===== src/rtl/core/shift_rotate_flag_unit_defines.svh =====
// ----------------------------------------------------------------------------
// shift_rotate_flag_unit_defines.svh
// Assertion macros for the shift/rotate flag unit. Each expects clk and rst_n
// in scope.
// ----------------------------------------------------------------------------
`ifndef SHIFT_ROTATE_FLAG_UNIT_DEFINES_SVH
`define SHIFT_ROTATE_FLAG_UNIT_DEFINES_SVH

// Same-cycle implication, checked outside reset
`define SRFU_ASSERT_IMPL(lbl, ante, cons) \
  lbl: assert property (@(posedge clk) disable iff (!rst_n) (ante) |-> (cons)) \
    else $error("shift_rotate_flag_unit: same-cycle check failed");

// Next-cycle implication, checked outside reset
`define SRFU_ASSERT_NEXT(lbl, ante, cons) \
  lbl: assert property (@(posedge clk) disable iff (!rst_n) (ante) |=> (cons)) \
    else $error("shift_rotate_flag_unit: next-cycle check failed");

`endif


===== src/rtl/core/srfu_pkg.sv =====
// ----------------------------------------------------------------------------
// srfu_pkg
// Opcodes, widths and pipeline stage types of the shift/rotate flag unit.
// ----------------------------------------------------------------------------
`default_nettype none

package srfu_pkg;

  localparam int OP_W   = 3;
  localparam int DATA_W = 16;
  localparam int CNT_W  = 8;
  localparam int AMT_W  = 5;

  // Group-2 operation codes
  localparam logic [OP_W-1:0] OP_ROL = 3'd0;
  localparam logic [OP_W-1:0] OP_ROR = 3'd1;
  localparam logic [OP_W-1:0] OP_RCL = 3'd2;
  localparam logic [OP_W-1:0] OP_RCR = 3'd3;
  localparam logic [OP_W-1:0] OP_SHL = 3'd4;
  localparam logic [OP_W-1:0] OP_SHR = 3'd5;
  localparam logic [OP_W-1:0] OP_SAR = 3'd6;
  // Unused selector: passes the operand and flags through
  localparam logic [OP_W-1:0] OP_NONE = 3'd7;

  // Operand widths as shift amounts
  localparam logic [AMT_W-1:0] BYTE_BITS = 5'd8;
  localparam logic [AMT_W-1:0] WORD_BITS = 5'd16;

  // Incoming flags
  typedef struct packed {
    logic cf;
    logic of;
    logic sf;
    logic zf;
    logic pf;
  } flags_t;

  // Stage 1: decoded operation and shift amount
  typedef struct packed {
    logic [OP_W-1:0]   op;
    logic              wide;
    logic              by_count;
    logic              nop;
    logic [DATA_W-1:0] val;
    logic [AMT_W-1:0]  amt;
    flags_t            flg;
  } s1_t;

  // Stage 2: shifted value and carry
  typedef struct packed {
    logic [OP_W-1:0]   op;
    logic              wide;
    logic              by_count;
    logic              nop;
    logic              old_msb;
    logic [DATA_W-1:0] res;
    logic              cf;
    flags_t            flg;
  } s2_t;

endpackage

`default_nettype wire


===== src/rtl/core/shift_rotate_flag_unit.sv =====
// ----------------------------------------------------------------------------
// shift_rotate_flag_unit
// 8086 group-2 shift and rotate unit (ROL, ROR, RCL, RCR, SHL, SHR, SAR) on a
// byte or 16-bit word, with CF, OF, SF, ZF and PF.
//
//   channel  direction  handshake          payload
//   in_      input      in_valid/in_stall  op, size, count mode, operand,
//                                          count, five flags
//   out_     output     out_valid/out_stall result, five flags
//
// One word per cycle sustained while out_stall is low; words pass through the amount
// decode, barrel shifter and flag register stages.
// Reset clears the three stage valid bits only.
// A stalled output holds its word; empty stages keep filling, and in_stall
// rises only when all three stages are full and out_stall is high.
// ----------------------------------------------------------------------------
`default_nettype none

`include "shift_rotate_flag_unit_defines.svh"

module shift_rotate_flag_unit (
  input  wire                               clk,
  input  wire                               rst_n,
  input  wire                               in_valid,
  output logic                              in_stall,
  input  wire  [srfu_pkg::OP_W-1:0]         in_req_type,
  input  wire                               in_wide,
  input  wire                               in_by_count,
  input  wire  [srfu_pkg::DATA_W-1:0]       in_operand,
  input  wire  [srfu_pkg::CNT_W-1:0]        in_shift_count,
  input  wire                               in_carry_in,
  input  wire                               in_overflow_in,
  input  wire                               in_sign_in,
  input  wire                               in_zero_in,
  input  wire                               in_parity_in,
  output logic                              out_valid,
  input  wire                               out_stall,
  output logic [srfu_pkg::DATA_W-1:0]       out_result,
  output logic                              out_carry_out,
  output logic                              out_overflow_out,
  output logic                              out_sign_out,
  output logic                              out_zero_out,
  output logic                              out_parity_out
);

  import srfu_pkg::*;

  s1_t  s1_r, s1_nxt;
  s2_t  s2_r, s2_nxt;
  logic s1_vld_r, s2_vld_r, out_vld_r;
  logic en1, en2, en3;

  logic [DATA_W-1:0] res_r, res_nxt;
  logic              cf_r, cf_nxt, of_r, of_nxt, sf_r, sf_nxt;
  logic              zf_r, zf_nxt, pf_r, pf_nxt;
  logic              wide_r;

  // Advance a stage when it is empty or the stage after it moves
  assign en3      = !out_vld_r || !out_stall;
  assign en2      = !s2_vld_r || en3;
  assign en1      = !s1_vld_r || en2;
  assign in_stall = !en1;

  // Stage 1: effective count, rotate modulus and shift amount
  always_comb begin
    logic [CNT_W-1:0] n;
    logic [5:0]       m17;
    logic [4:0]       m9;
    logic [AMT_W-1:0] wl;
    logic [AMT_W-1:0] kmod;
    logic [AMT_W-1:0] cmod;
    n = in_by_count ? in_shift_count : 8'd1;
    wl = in_wide ? WORD_BITS : BYTE_BITS;
    // n mod 17: 16 is -1 mod 17
    if (n[3:0] >= n[7:4]) begin
      m17 = {2'b00, n[3:0]} - {2'b00, n[7:4]};
    end else begin
      m17 = {2'b00, n[3:0]} + 6'd17 - {2'b00, n[7:4]};
    end
    // n mod 9: 64 is 1 and 8 is -1 mod 9
    m9 = {3'b000, n[7:6]} + {2'b00, n[2:0]} + 5'd9 - {2'b00, n[5:3]};
    if (m9 >= 5'd18) begin
      m9 = m9 - 5'd18;
    end else if (m9 >= 5'd9) begin
      m9 = m9 - 5'd9;
    end
    kmod = in_wide ? {1'b0, n[3:0]} : {2'b00, n[2:0]};
    cmod = in_wide ? m17[AMT_W-1:0] : m9;

    s1_nxt.op       = in_req_type;
    s1_nxt.wide     = in_wide;
    s1_nxt.by_count = in_by_count;
    s1_nxt.nop      = (in_req_type == OP_NONE) || (n == '0);
    s1_nxt.val      = in_wide ? in_operand : {8'h00, in_operand[7:0]};
    s1_nxt.flg      = '{cf: in_carry_in, of: in_overflow_in, sf: in_sign_in,
                        zf: in_zero_in, pf: in_parity_in};
    // Rotates become a right shift of a doubled word
    case (in_req_type)
      OP_ROL:  s1_nxt.amt = wl - kmod;
      OP_ROR:  s1_nxt.amt = kmod;
      OP_RCL:  s1_nxt.amt = wl + 5'd1 - cmod;
      OP_RCR:  s1_nxt.amt = cmod;
      OP_SHL, OP_SHR: begin
        if (n > {3'b000, wl + 5'd1}) begin
          s1_nxt.amt = wl + 5'd1;
        end else begin
          s1_nxt.amt = n[AMT_W-1:0];
        end
      end
      OP_SAR: begin
        if (n > {3'b000, wl}) begin
          s1_nxt.amt = wl;
        end else begin
          s1_nxt.amt = n[AMT_W-1:0];
        end
      end
      default: s1_nxt.amt = '0;
    endcase
  end

  // Stage 2: barrel shift and carry out
  always_comb begin
    logic [DATA_W-1:0]   v;
    logic                c;
    logic [2*DATA_W+1:0] dbl;
    logic [2*DATA_W+1:0] rot;
    logic [2*DATA_W-1:0] sl;
    logic [DATA_W:0]     sr;
    logic [DATA_W:0]     sext;
    logic [DATA_W+1:0]   sa;
    logic [DATA_W-1:0]   rres;
    v = s1_r.val;
    c = s1_r.flg.cf;
    // Build the doubled word for the rotate width (8, 9, 16 or 17 bits)
    if (s1_r.op == OP_RCL || s1_r.op == OP_RCR) begin
      if (s1_r.wide) begin
        dbl = {c, v, c, v};
      end else begin
        dbl = {16'h0000, c, v[7:0], c, v[7:0]};
      end
    end else begin
      if (s1_r.wide) begin
        dbl = {2'b00, v, v};
      end else begin
        dbl = {18'h00000, v[7:0], v[7:0]};
      end
    end
    rot  = dbl >> s1_r.amt;
    sl   = {16'h0000, v} << s1_r.amt;
    sr   = {v, 1'b0} >> s1_r.amt;
    sext = s1_r.wide ? {v[15], v} : {{9{v[7]}}, v[7:0]};
    sa   = $unsigned($signed({sext, 1'b0}) >>> s1_r.amt);
    rres = s1_r.wide ? rot[15:0] : {8'h00, rot[7:0]};

    s2_nxt.op       = s1_r.op;
    s2_nxt.wide     = s1_r.wide;
    s2_nxt.by_count = s1_r.by_count;
    s2_nxt.nop      = s1_r.nop;
    s2_nxt.old_msb  = s1_r.wide ? v[15] : v[7];
    s2_nxt.flg      = s1_r.flg;
    case (s1_r.op)
      OP_ROL: begin
        s2_nxt.res = rres;
        s2_nxt.cf  = rres[0];
      end
      OP_ROR: begin
        s2_nxt.res = rres;
        s2_nxt.cf  = s1_r.wide ? rot[15] : rot[7];
      end
      OP_RCL, OP_RCR: begin
        s2_nxt.res = rres;
        s2_nxt.cf  = s1_r.wide ? rot[16] : rot[8];
      end
      OP_SHL: begin
        s2_nxt.res = s1_r.wide ? sl[15:0] : {8'h00, sl[7:0]};
        s2_nxt.cf  = s1_r.wide ? sl[16] : sl[8];
      end
      OP_SHR: begin
        s2_nxt.res = sr[DATA_W:1];
        s2_nxt.cf  = sr[0];
      end
      OP_SAR: begin
        s2_nxt.res = s1_r.wide ? sa[DATA_W:1] : {8'h00, sa[8:1]};
        s2_nxt.cf  = sa[0];
      end
      default: begin
        s2_nxt.res = v;
        s2_nxt.cf  = c;
      end
    endcase
    // Zero count or unused code: pass value and carry through
    if (s1_r.nop) begin
      s2_nxt.res = v;
      s2_nxt.cf  = c;
    end
  end

  // Stage 3: result flags
  always_comb begin
    logic new_msb;
    logic keep;
    new_msb = s2_r.wide ? s2_r.res[15] : s2_r.res[7];
    keep    = s2_r.nop || !s2_r.op[2];
    res_nxt = s2_r.res;
    cf_nxt  = s2_r.cf;
    of_nxt  = (s2_r.nop || s2_r.by_count) ? s2_r.flg.of : (s2_r.old_msb ^ new_msb);
    sf_nxt  = keep ? s2_r.flg.sf : new_msb;
    zf_nxt  = keep ? s2_r.flg.zf : (s2_r.res == '0);
    pf_nxt  = keep ? s2_r.flg.pf : ~^s2_r.res[7:0];
  end

  // Hold valid bits under reset
  always_ff @(posedge clk) begin
    if (!rst_n) begin
      s1_vld_r  <= 1'b0;
      s2_vld_r  <= 1'b0;
      out_vld_r <= 1'b0;
    end else begin
      if (en1) begin
        s1_vld_r <= in_valid;
      end
      if (en2) begin
        s2_vld_r <= s1_vld_r;
      end
      if (en3) begin
        out_vld_r <= s2_vld_r;
      end
    end
  end

  // Advance payload registers
  always_ff @(posedge clk) begin
    if (en1) begin
      s1_r <= s1_nxt;
    end
    if (en2) begin
      s2_r <= s2_nxt;
    end
    if (en3) begin
      res_r  <= res_nxt;
      cf_r   <= cf_nxt;
      of_r   <= of_nxt;
      sf_r   <= sf_nxt;
      zf_r   <= zf_nxt;
      pf_r   <= pf_nxt;
      wide_r <= s2_r.wide;
    end
  end

  assign out_valid        = out_vld_r;
  assign out_result       = res_r;
  assign out_carry_out    = cf_r;
  assign out_overflow_out = of_r;
  assign out_sign_out     = sf_r;
  assign out_zero_out     = zf_r;
  assign out_parity_out   = pf_r;

  // Input stalls only when the whole pipe is full behind a stalled output
  `SRFU_ASSERT_IMPL(a_stall_full, in_stall, out_valid && out_stall && s1_vld_r && s2_vld_r)
  // Accepted word lands in stage 1
  `SRFU_ASSERT_NEXT(a_accept_lands, in_valid && !in_stall, s1_vld_r)
  // Byte results keep the upper byte clear
  `SRFU_ASSERT_IMPL(a_byte_upper, out_valid && !wide_r, out_result[15:8] == 8'h00)

endmodule

`default_nettype wire

===== config.mk =====
export PLATFORM = sky130hd
export DESIGN_NAME = shift_rotate_flag_unit
export DESIGN_NICKNAME = d
export VERILOG_FILES = /design/src/rtl/core/srfu_pkg.sv /design/src/rtl/core/shift_rotate_flag_unit.sv
export VERILOG_INCLUDE_DIRS = /design/src /design/src/rtl/core
export SDC_FILE = /design/constraint.sdc
export NUM_CORES = 1
export LEC_CHECK = 0
export BUFFER_PORTS_ARGS = -buffer_cell sky130_fd_sc_hd__buf_2
export CORE_ASPECT_RATIO = 0.7
export CORE_UTILIZATION = 35
export CTS_CLUSTER_SIZE = 30
export DETAILED_ROUTE_END_ITERATION = 8
export PLACE_DENSITY_LB_ADDON = 0.3
export SLEW_MARGIN = 10
export SYNTH_ARGS = -nofsm -noshare
export SYNTH_HDL_FRONTEND = slang
export SYNTH_SLANG_ARGS = --single-unit

===== constraint.sdc =====
create_clock -name clk -period 5.6 [get_ports clk]
set_input_delay 0.28 -clock clk [delete_from_list [all_inputs] [get_ports clk]]
set_output_delay 0.28 -clock clk [all_outputs]
set_load 0.05 [all_outputs]

==> results of run 1 <==
cells in the final DEF, fill, tap and decap left out, types with 9 or more instances in the layout:
| cell | n |
|---|---|
| a211oi_1 | 27 |
| mux2_2 | 20 |
| ha_1 | 29 |
| edfxtp_1 | 79 |
| nand2b_1 | 11 |
| mux4_2 | 21 |
| a221oi_1 | 15 |
| buf_4 | 23 |
| nor3_1 | 21 |
| a31oi_1 | 16 |
| nand3_1 | 19 |
| a21o_1 | 10 |
| buf_2 | 60 |
| a21oi_1 | 70 |
| o22ai_1 | 19 |
| o211ai_1 | 15 |
| nor2_1 | 88 |
| and2_1 | 17 |
| nor2b_1 | 22 |
| clkbuf_16 | 9 |
| a211o_1 | 9 |
| mux2i_1 | 54 |
| o21ai_0 | 59 |
| inv_1 | 47 |
| nand2_1 | 111 |
area by class of cell:
cell class                      instances  area [um2]  area share (%)
Sequential cell                        82        2430            25.3
Multi-Input combinational cell        824        5810            60.5
Timing Repair Buffer                   83         473            4.93
Clock buffer                           12         236            2.46
Tap cell                              325         407            4.24
Clock inverter                          4        51.3           0.535
Inverter                               50         188            1.96
logic make-up (layout without fill, tap and decap cells):
kind of cell	after synthesis	count (layout)	share of synthesized area, %
buffers and inverters	149	149	6.92
adder cells (fa/ha/maj)	33	33	5.01
multiplexers	96	96	14.2
AO/OA/AOI/OAI	337	337	26.2
flip-flops	82	82	27.5
AND/OR/NAND/NOR	343	343	18.7
XOR/XNOR	15	15	1.49
registers in the layout, summed over array words and instances, names as in the netlist:
| register | flops |
|---|---|
| cf_nxt | 1 |
| out_carry_out | 1 |
| out_overflow_out | 1 |
| out_parity_out | 1 |
| out_result | 16 |
| out_sign_out | 1 |
| out_valid | 1 |
| out_zero_out | 1 |
| res_nxt | 16 |
| s1_r | 32 |
| s1_vld_r | 1 |
| s2_r | 9 |
| s2_vld_r | 1 |
per-layer routing:
metal	up-vias	share of wire, %	global-route usage (%)
met5	-	0.48	4.81
met4	4	2.1	7.36
met3	69	15	11.7
met2	609	37	32.1
met1	4205	45	38.2
li1	3982	-	-
how the worst max path moves through the flow:
stage	slack [ps]	startpoint	end
final	1200	in_by_count	s1_r[7]
after global routing	970	in_by_count	s1_r[7]
after CTS	1260	in_by_count	s1_r[7]
after detailed placement	910	in_by_count	s1_r[7]
after global placement	1100	in_by_count	s1_r[8]
after floorplan	1660	in_by_count	s1_r[8]
through the flow:
| stage | setup slack, ps | utilization [%] | std cells |
|---|---|---|---|
| 2_1_floorplan | 1660 | - | 1055 |
| 3_3_place_gp | 1100 | 37.6 | 1364 |
| 3_5_place_dp | 906 | 37.6 | 1364 |
| 4_1_cts | 1260 | 38.8 | 1380 |
| 5_1_grt | 970 | 38.8 | 1380 |
| 6_report | 1200 | 38.8 | 1380 |
power breakdown:
part,internal (W),total (W),switching (W)
combinational,0.000506,0.00150,0.000992
sequential,0.000785,0.000877,0.0000917
clock,0.000347,0.000591,0.000244
==> summary.log, run 1 <==
[clocking] total clock sinks 82
[critical_path] CP Capture Type flop
[sta] worst slew margin relative to its limit 28.3%
[min_path] start point of the worst min-delay path in_operand[4]
[yosys] fraction of synthesis flops using an asynchronous set or reset pin 0%
[sta] timing-limited maximum frequency 227 MHz
[sta] shortest period the worst path allows 4400 ps
[placement] standard cell area after detailed placement 9310 um2
[yosys] top-area cell type share of the netlist area 26.8%
[floorplan] number of placement rows 48
[sta] Setup violations, final 0
[min_path] destination of the worst hold path s1_r[14]
[critical_path] crit path cell chain buf_2, nor2b_1, inv_1, ha_1, or2_2, inv_1, fa_1, ha_1, nand2b_1, a21oi_1, o31a_1, a21bo_2, a311oi_1, nor2_1, ha_1, a21oi_1, o22a_1, o21ai_0
[final_layout] count of filler cells inserted in the layout 2,549
[critical_path] critical path data arrival time 4500 ps
[placement] DP HPWL 24.5 mm
[yosys] nets in the synthesized netlist 1,126
[yosys] Synthesis Warnings 0
[min_path] hold-critical path depth 1
[floorplan] initial core utilization 35.7%
[critical_path] data required time at the worst endpoint 5700 ps
[critical_path] count of cells along the worst register-to-register path 8
[grt] global route overflow 0
[placement] GPL Wtd Cong 1.05
[final_layout] ratio of cells with drive above 1 in the final layout 15.2%
[drt] number of remaining DRC errors 0
[critical_path] Worst path top cell family by delay adder cells
[sta] max-slew violations 0
[power_and_ir_drop] leak pwr 3.72 nW
[floorplan] Floorplan Core Area 24,700 um2
[drt] ratio of routed vias to standard cells 6.43
[grt] overall routing resource usage 25.8%
[sta] Worst Max-Slew Pin Slew 1070 ps
[grt] largest net degree at the start of global routing 89
[critical_path] setup slack on the worst flop-to-flop path 1590 ps
[run_status] status finished, final reports clean
[run] max-cap viol count 0
[yosys] Cell variety after synth 78
[yosys] Synth area leaders edfxtp_1, mux2i_1, mux4_2, nand2_1, ha_1
[critical_path] start of the worst register-to-register path s1_r[5]
[sta] count of endpoints failing hold in the final timing report 0
[drt] per-cell routed wire length 24.0 um
[yosys] Post-Syn Instances 1,055
[clocking] Post-CTS Setup Bufs 0
[clocking] clock-pin slew on the worst setup and hold paths 60 ps
[floorplan] die area 25,900 um2
[clocking] H-tree levels 3
[final_layout] final instance area 9600 um2
[sta] TNS Setup 0 ps
[yosys] register area share after synthesis 27.5%
[yosys] mean post-synth cell area 8.38 um2
[sta] final critical-path share of the clock period 78.5%
[critical_path] Critical R2R Capture res_nxt[1]
[sta] setup clock skew after layout 6.80 ps
[final_layout] number of antenna repair diodes 0
[critical_path] crit path kind input pin to flop
[clocking] clk root buf clkbuf_16
[clocking] maximum root-to-sink buffer count 2
[sta] smallest hold slack 103 ps
[yosys] count of state elements after synthesis 82
[final_layout] Syn-to-layout area delta 8.56%
[critical_path] buffers plus inverters on the worst setup path 3
[drt] Detailed Routing Iterations Pass 1 6
[sta] RSZ-0062 raised after global routing no
[yosys] biggest area consumer among synthesized cells edfxtp_1
[clocking] CTS tree yes
[critical_path] launching element type of the critical path input pin
[critical_path] slowest library cell on the worst path fa_1
[drt] count of routing violations after the opening detailed-route iteration 1,172
[min_path] path class of the lowest-slack min-delay path input pin to flop
[power_and_ir_drop] power after layout 0.00297 W
[grt] number of global-route vias before repair 8,011
[power_and_ir_drop] peak supply drop 0.000235 V
[yosys] number of enable flip-flop cells after synthesis 79
[critical_path] number of logic stages on the critical path including buffering 18
[yosys] top flip-flop cell by instance count after synthesis edfxtp_1
[power_and_ir_drop] total power per unit cell area 309 nW/um2
[clocking] TritonCTS Buffers 9
[critical_path] highest net fanout along the worst path 15
[clocking] hold bufs inserted after CTS 0
[grt] initial antenna violation count 0
[clocking] later-pin clock latency in the skew report 350 ps
[floorplan] Die Y-Extent 135 um
[critical_path] cell seen most often among critical-path stages ha_1
[final_layout] Final Net Count 1,121
[critical_path] largest incremental delay on the critical path 540 ps
[yosys] most frequently used cell type in the post-synthesis netlist nand2_1
[yosys] netlist area before placement 8840 um2
[floorplan] Ports 61
[floorplan] x dimension of the die 192 um
[clocking] post_cts resized 0
[drt] count of nets left with antenna violations after detail routing 0
[yosys] leading cell types by count after synthesis nand2_1, nor2_1, edfxtp_1
[drt] count of vias placed by the detailed router 8,869
[drt] WL final 33.2 mm
[placement] number of buffer cells added on primary ports 60
[grt] global-route wire length before repair 49.7 mm
Power figures use the tool's default switching activity.
==> inputs of run 2 (changes only) <==
- clock period: 5.6 -> 4.45 ns (I/O delays scaled with it)
==> run 2 against run 1 <==
Compared with the run above:
- hold slack got worse by 60 ps
- setup slack got worse by 620 ps
- cell count rose by 1.0%
- highest routed layer is now met4
==> summary.log, run 2 (synthesis gave the netlist of run 1 again) <==
[sta] RSZ-0062 raised after global routing no
[clocking] total clock sinks 82
[sta] Setup violations, final 0
[critical_path] crit path cell chain buf_2, nor2b_1, inv_1, ha_1, or2_2, inv_1, fa_1, ha_1, nand2b_1, a21oi_1, o31a_1, a21bo_2, a311oi_1, nor2_1, ha_1, a21oi_1, o22a_1, o21ai_0
[drt] ratio of routed vias to standard cells 6.41
[critical_path] CP Capture Type flop
[critical_path] setup slack on the worst flop-to-flop path 610 ps
[placement] GPL Wtd Cong 1.08
[sta] setup slack of the critical path after layout 584 ps
[grt] number of global-route vias before repair 8,191
[floorplan] initial core utilization 35.7%
[clocking] later-pin clock latency in the skew report 350 ps
[clocking] clock-pin slew on the worst setup and hold paths 60 ps
[critical_path] crit path kind input pin to flop
[critical_path] Critical R2R Capture res_nxt[1]
[clocking] TritonCTS Buffers 9
[placement] worst-case setup slack after placement 286 ps
[drt] count of nets left with antenna violations after detail routing 0
[final_layout] ratio of cells with drive above 1 in the final layout 16.3%
[final_layout] number of antenna repair diodes 0
[sta] smallest hold slack 43.1 ps
[sta] max-slew violations 0
[power_and_ir_drop] leak pwr 3.80 nW
[critical_path] critical path data arrival time 3970 ps
[critical_path] highest net fanout along the worst path 6
[critical_path] launching element type of the critical path input pin
[clocking] CTS tree yes
[floorplan] Die Y-Extent 135 um
[clocking] maximum root-to-sink buffer count 2
[final_layout] final instance area 9740 um2
[run] max-cap viol count 0
[floorplan] x dimension of the die 192 um
[final_layout] Largest register FFs 32
[power_and_ir_drop] peak supply drop 0.000319 V
[drt] number of remaining DRC errors 0
[floorplan] Floorplan Core Area 24,700 um2
[floorplan] Ports 61
[critical_path] slowest library cell on the worst path fa_1
[clocking] post_cts resized 0
[sta] TNS Setup 0 ps
[critical_path] start of the worst register-to-register path s1_r[30]
[sta] worst slew margin relative to its limit 33.6%
[final_layout] Syn-to-layout area delta 10.2%
[final_layout] commonest non-fill, non-tap cell in the layout nand2_1
[min_path] start point of the worst min-delay path in_operand[4]
[critical_path] largest incremental delay on the critical path 530 ps
[floorplan] die area 25,900 um2
[grt] GR met3 Demand/Resource 14.0%
[clocking] Post-CTS Setup Bufs 0
[grt] largest net degree at the start of global routing 56
[placement] standard cell area after detailed placement 9420 um2
[placement] DP HPWL 25.0 mm
[placement] number of buffer cells added on primary ports 60
[drt] per-cell routed wire length 24.2 um
[clocking] hold bufs inserted after CTS 0
[run_status] status finished, final reports clean
[critical_path] data required time at the worst endpoint 4550 ps
[sta] final critical-path share of the clock period 86.9%
[final_layout] Final Net Count 1,135
[clocking] H-tree levels 3
[grt] initial antenna violation count 1
[grt] met1 capacity usage during global routing 37.8%
[final_layout] commonest cells after routing, fill and taps aside nand2_1, nor2_1, edfxtp_1
[sta] timing-limited maximum frequency 259 MHz
[floorplan] number of placement rows 48
[critical_path] cell seen most often among critical-path stages ha_1
[power_and_ir_drop] total power per unit cell area 390 nW/um2
[drt] count of routing violations after the opening detailed-route iteration 1,336
[sta] Worst Max-Slew Pin Slew 994 ps
[grt] busiest layer in global routing met1
[clocking] clk root buf clkbuf_16
[sta] count of endpoints failing hold in the final timing report 0
[min_path] hold-critical path depth 1
[critical_path] count of cells along the worst register-to-register path 8
[drt] Detailed Routing Iterations Pass 1 8
[drt] WL final 33.7 mm
[sta] shortest period the worst path allows 3870 ps
[grt] met2 track demand over resource 33.1%
[grt] overall routing resource usage 26.3%
[grt] global-route wire length before repair 50.5 mm
[sta] setup clock skew after layout 4.41 ps
[placement] placed instance count 1,378
[final_layout] Biggest register s1_r
[drt] count of vias placed by the detailed router 8,934
[min_path] destination of the worst hold path s1_r[14]
[min_path] path class of the lowest-slack min-delay path input pin to flop
[final_layout] number of cells in the finished layout apart from fillers 1,394
[grt] global route overflow 0
## run 2: cell types whose count changed in the layout (fill, tap and decap cells not counted), sizes merged
cell    previous run  this run
buf               83        97
bufinv             1         2
inv               49        48
## run 2: worst max-delay path by stage
stage / startpoint / to
2_1_floorplan: in_by_count / s1_r[8]
3_3_place_gp: in_by_count / s1_r[8]
3_5_place_dp: in_by_count / s1_r[8]
4_1_cts: in_by_count / s1_r[8]
5_1_grt: in_by_count / s1_r[7]
6_report: in_by_count / s1_r[7]
## run 2: stage by stage
step                utilization (%)  power (W)
floorplan                         -    0.00239
global placement               38.1    0.00294
detailed placement             38.1    0.00293
CTS                            39.4    0.00374
global route                   39.4    0.00398
finish                         39.4    0.00380
## run 2: report_power, final
group / total [W] / switching, W / internal, W
Clock: 0.000791 / 0.000298 / 0.000493
Combinational: 0.00192 / 0.00127 / 0.000650
Sequential: 0.00109 / 0.000104 / 0.000989
Total: 0.00380 / 0.00167 / 0.00213
## run 2: metal layers
metal	wire length (um)	vias up
met5	0	-
li1	-	4013
met4	800	0
met1	15200	4236
met3	5500	78
met2	12300	607
## run 2: critical path: cells and delay by family
| family | cells | cell delay (ps) |
|---|---|---|
| buffers and inverters | 3 | 290 |
| AO/OA/AOI/OAI | 7 | 1370 |
| adder cells (fa/ha/maj) | 4 | 1350 |
| AND/OR/NAND/NOR | 4 | 730 |
## run 2: layout make-up
class | instances | area, um2
Multi-Input combinational cell | 824 | 5810
Clock buffer | 12 | 236
Sequential cell | 82 | 2430
Fill cell | 2531 | 15000
Clock inverter | 4 | 76.3
Inverter | 50 | 188
Tap cell | 325 | 407
Timing Repair Buffer | 97 | 591
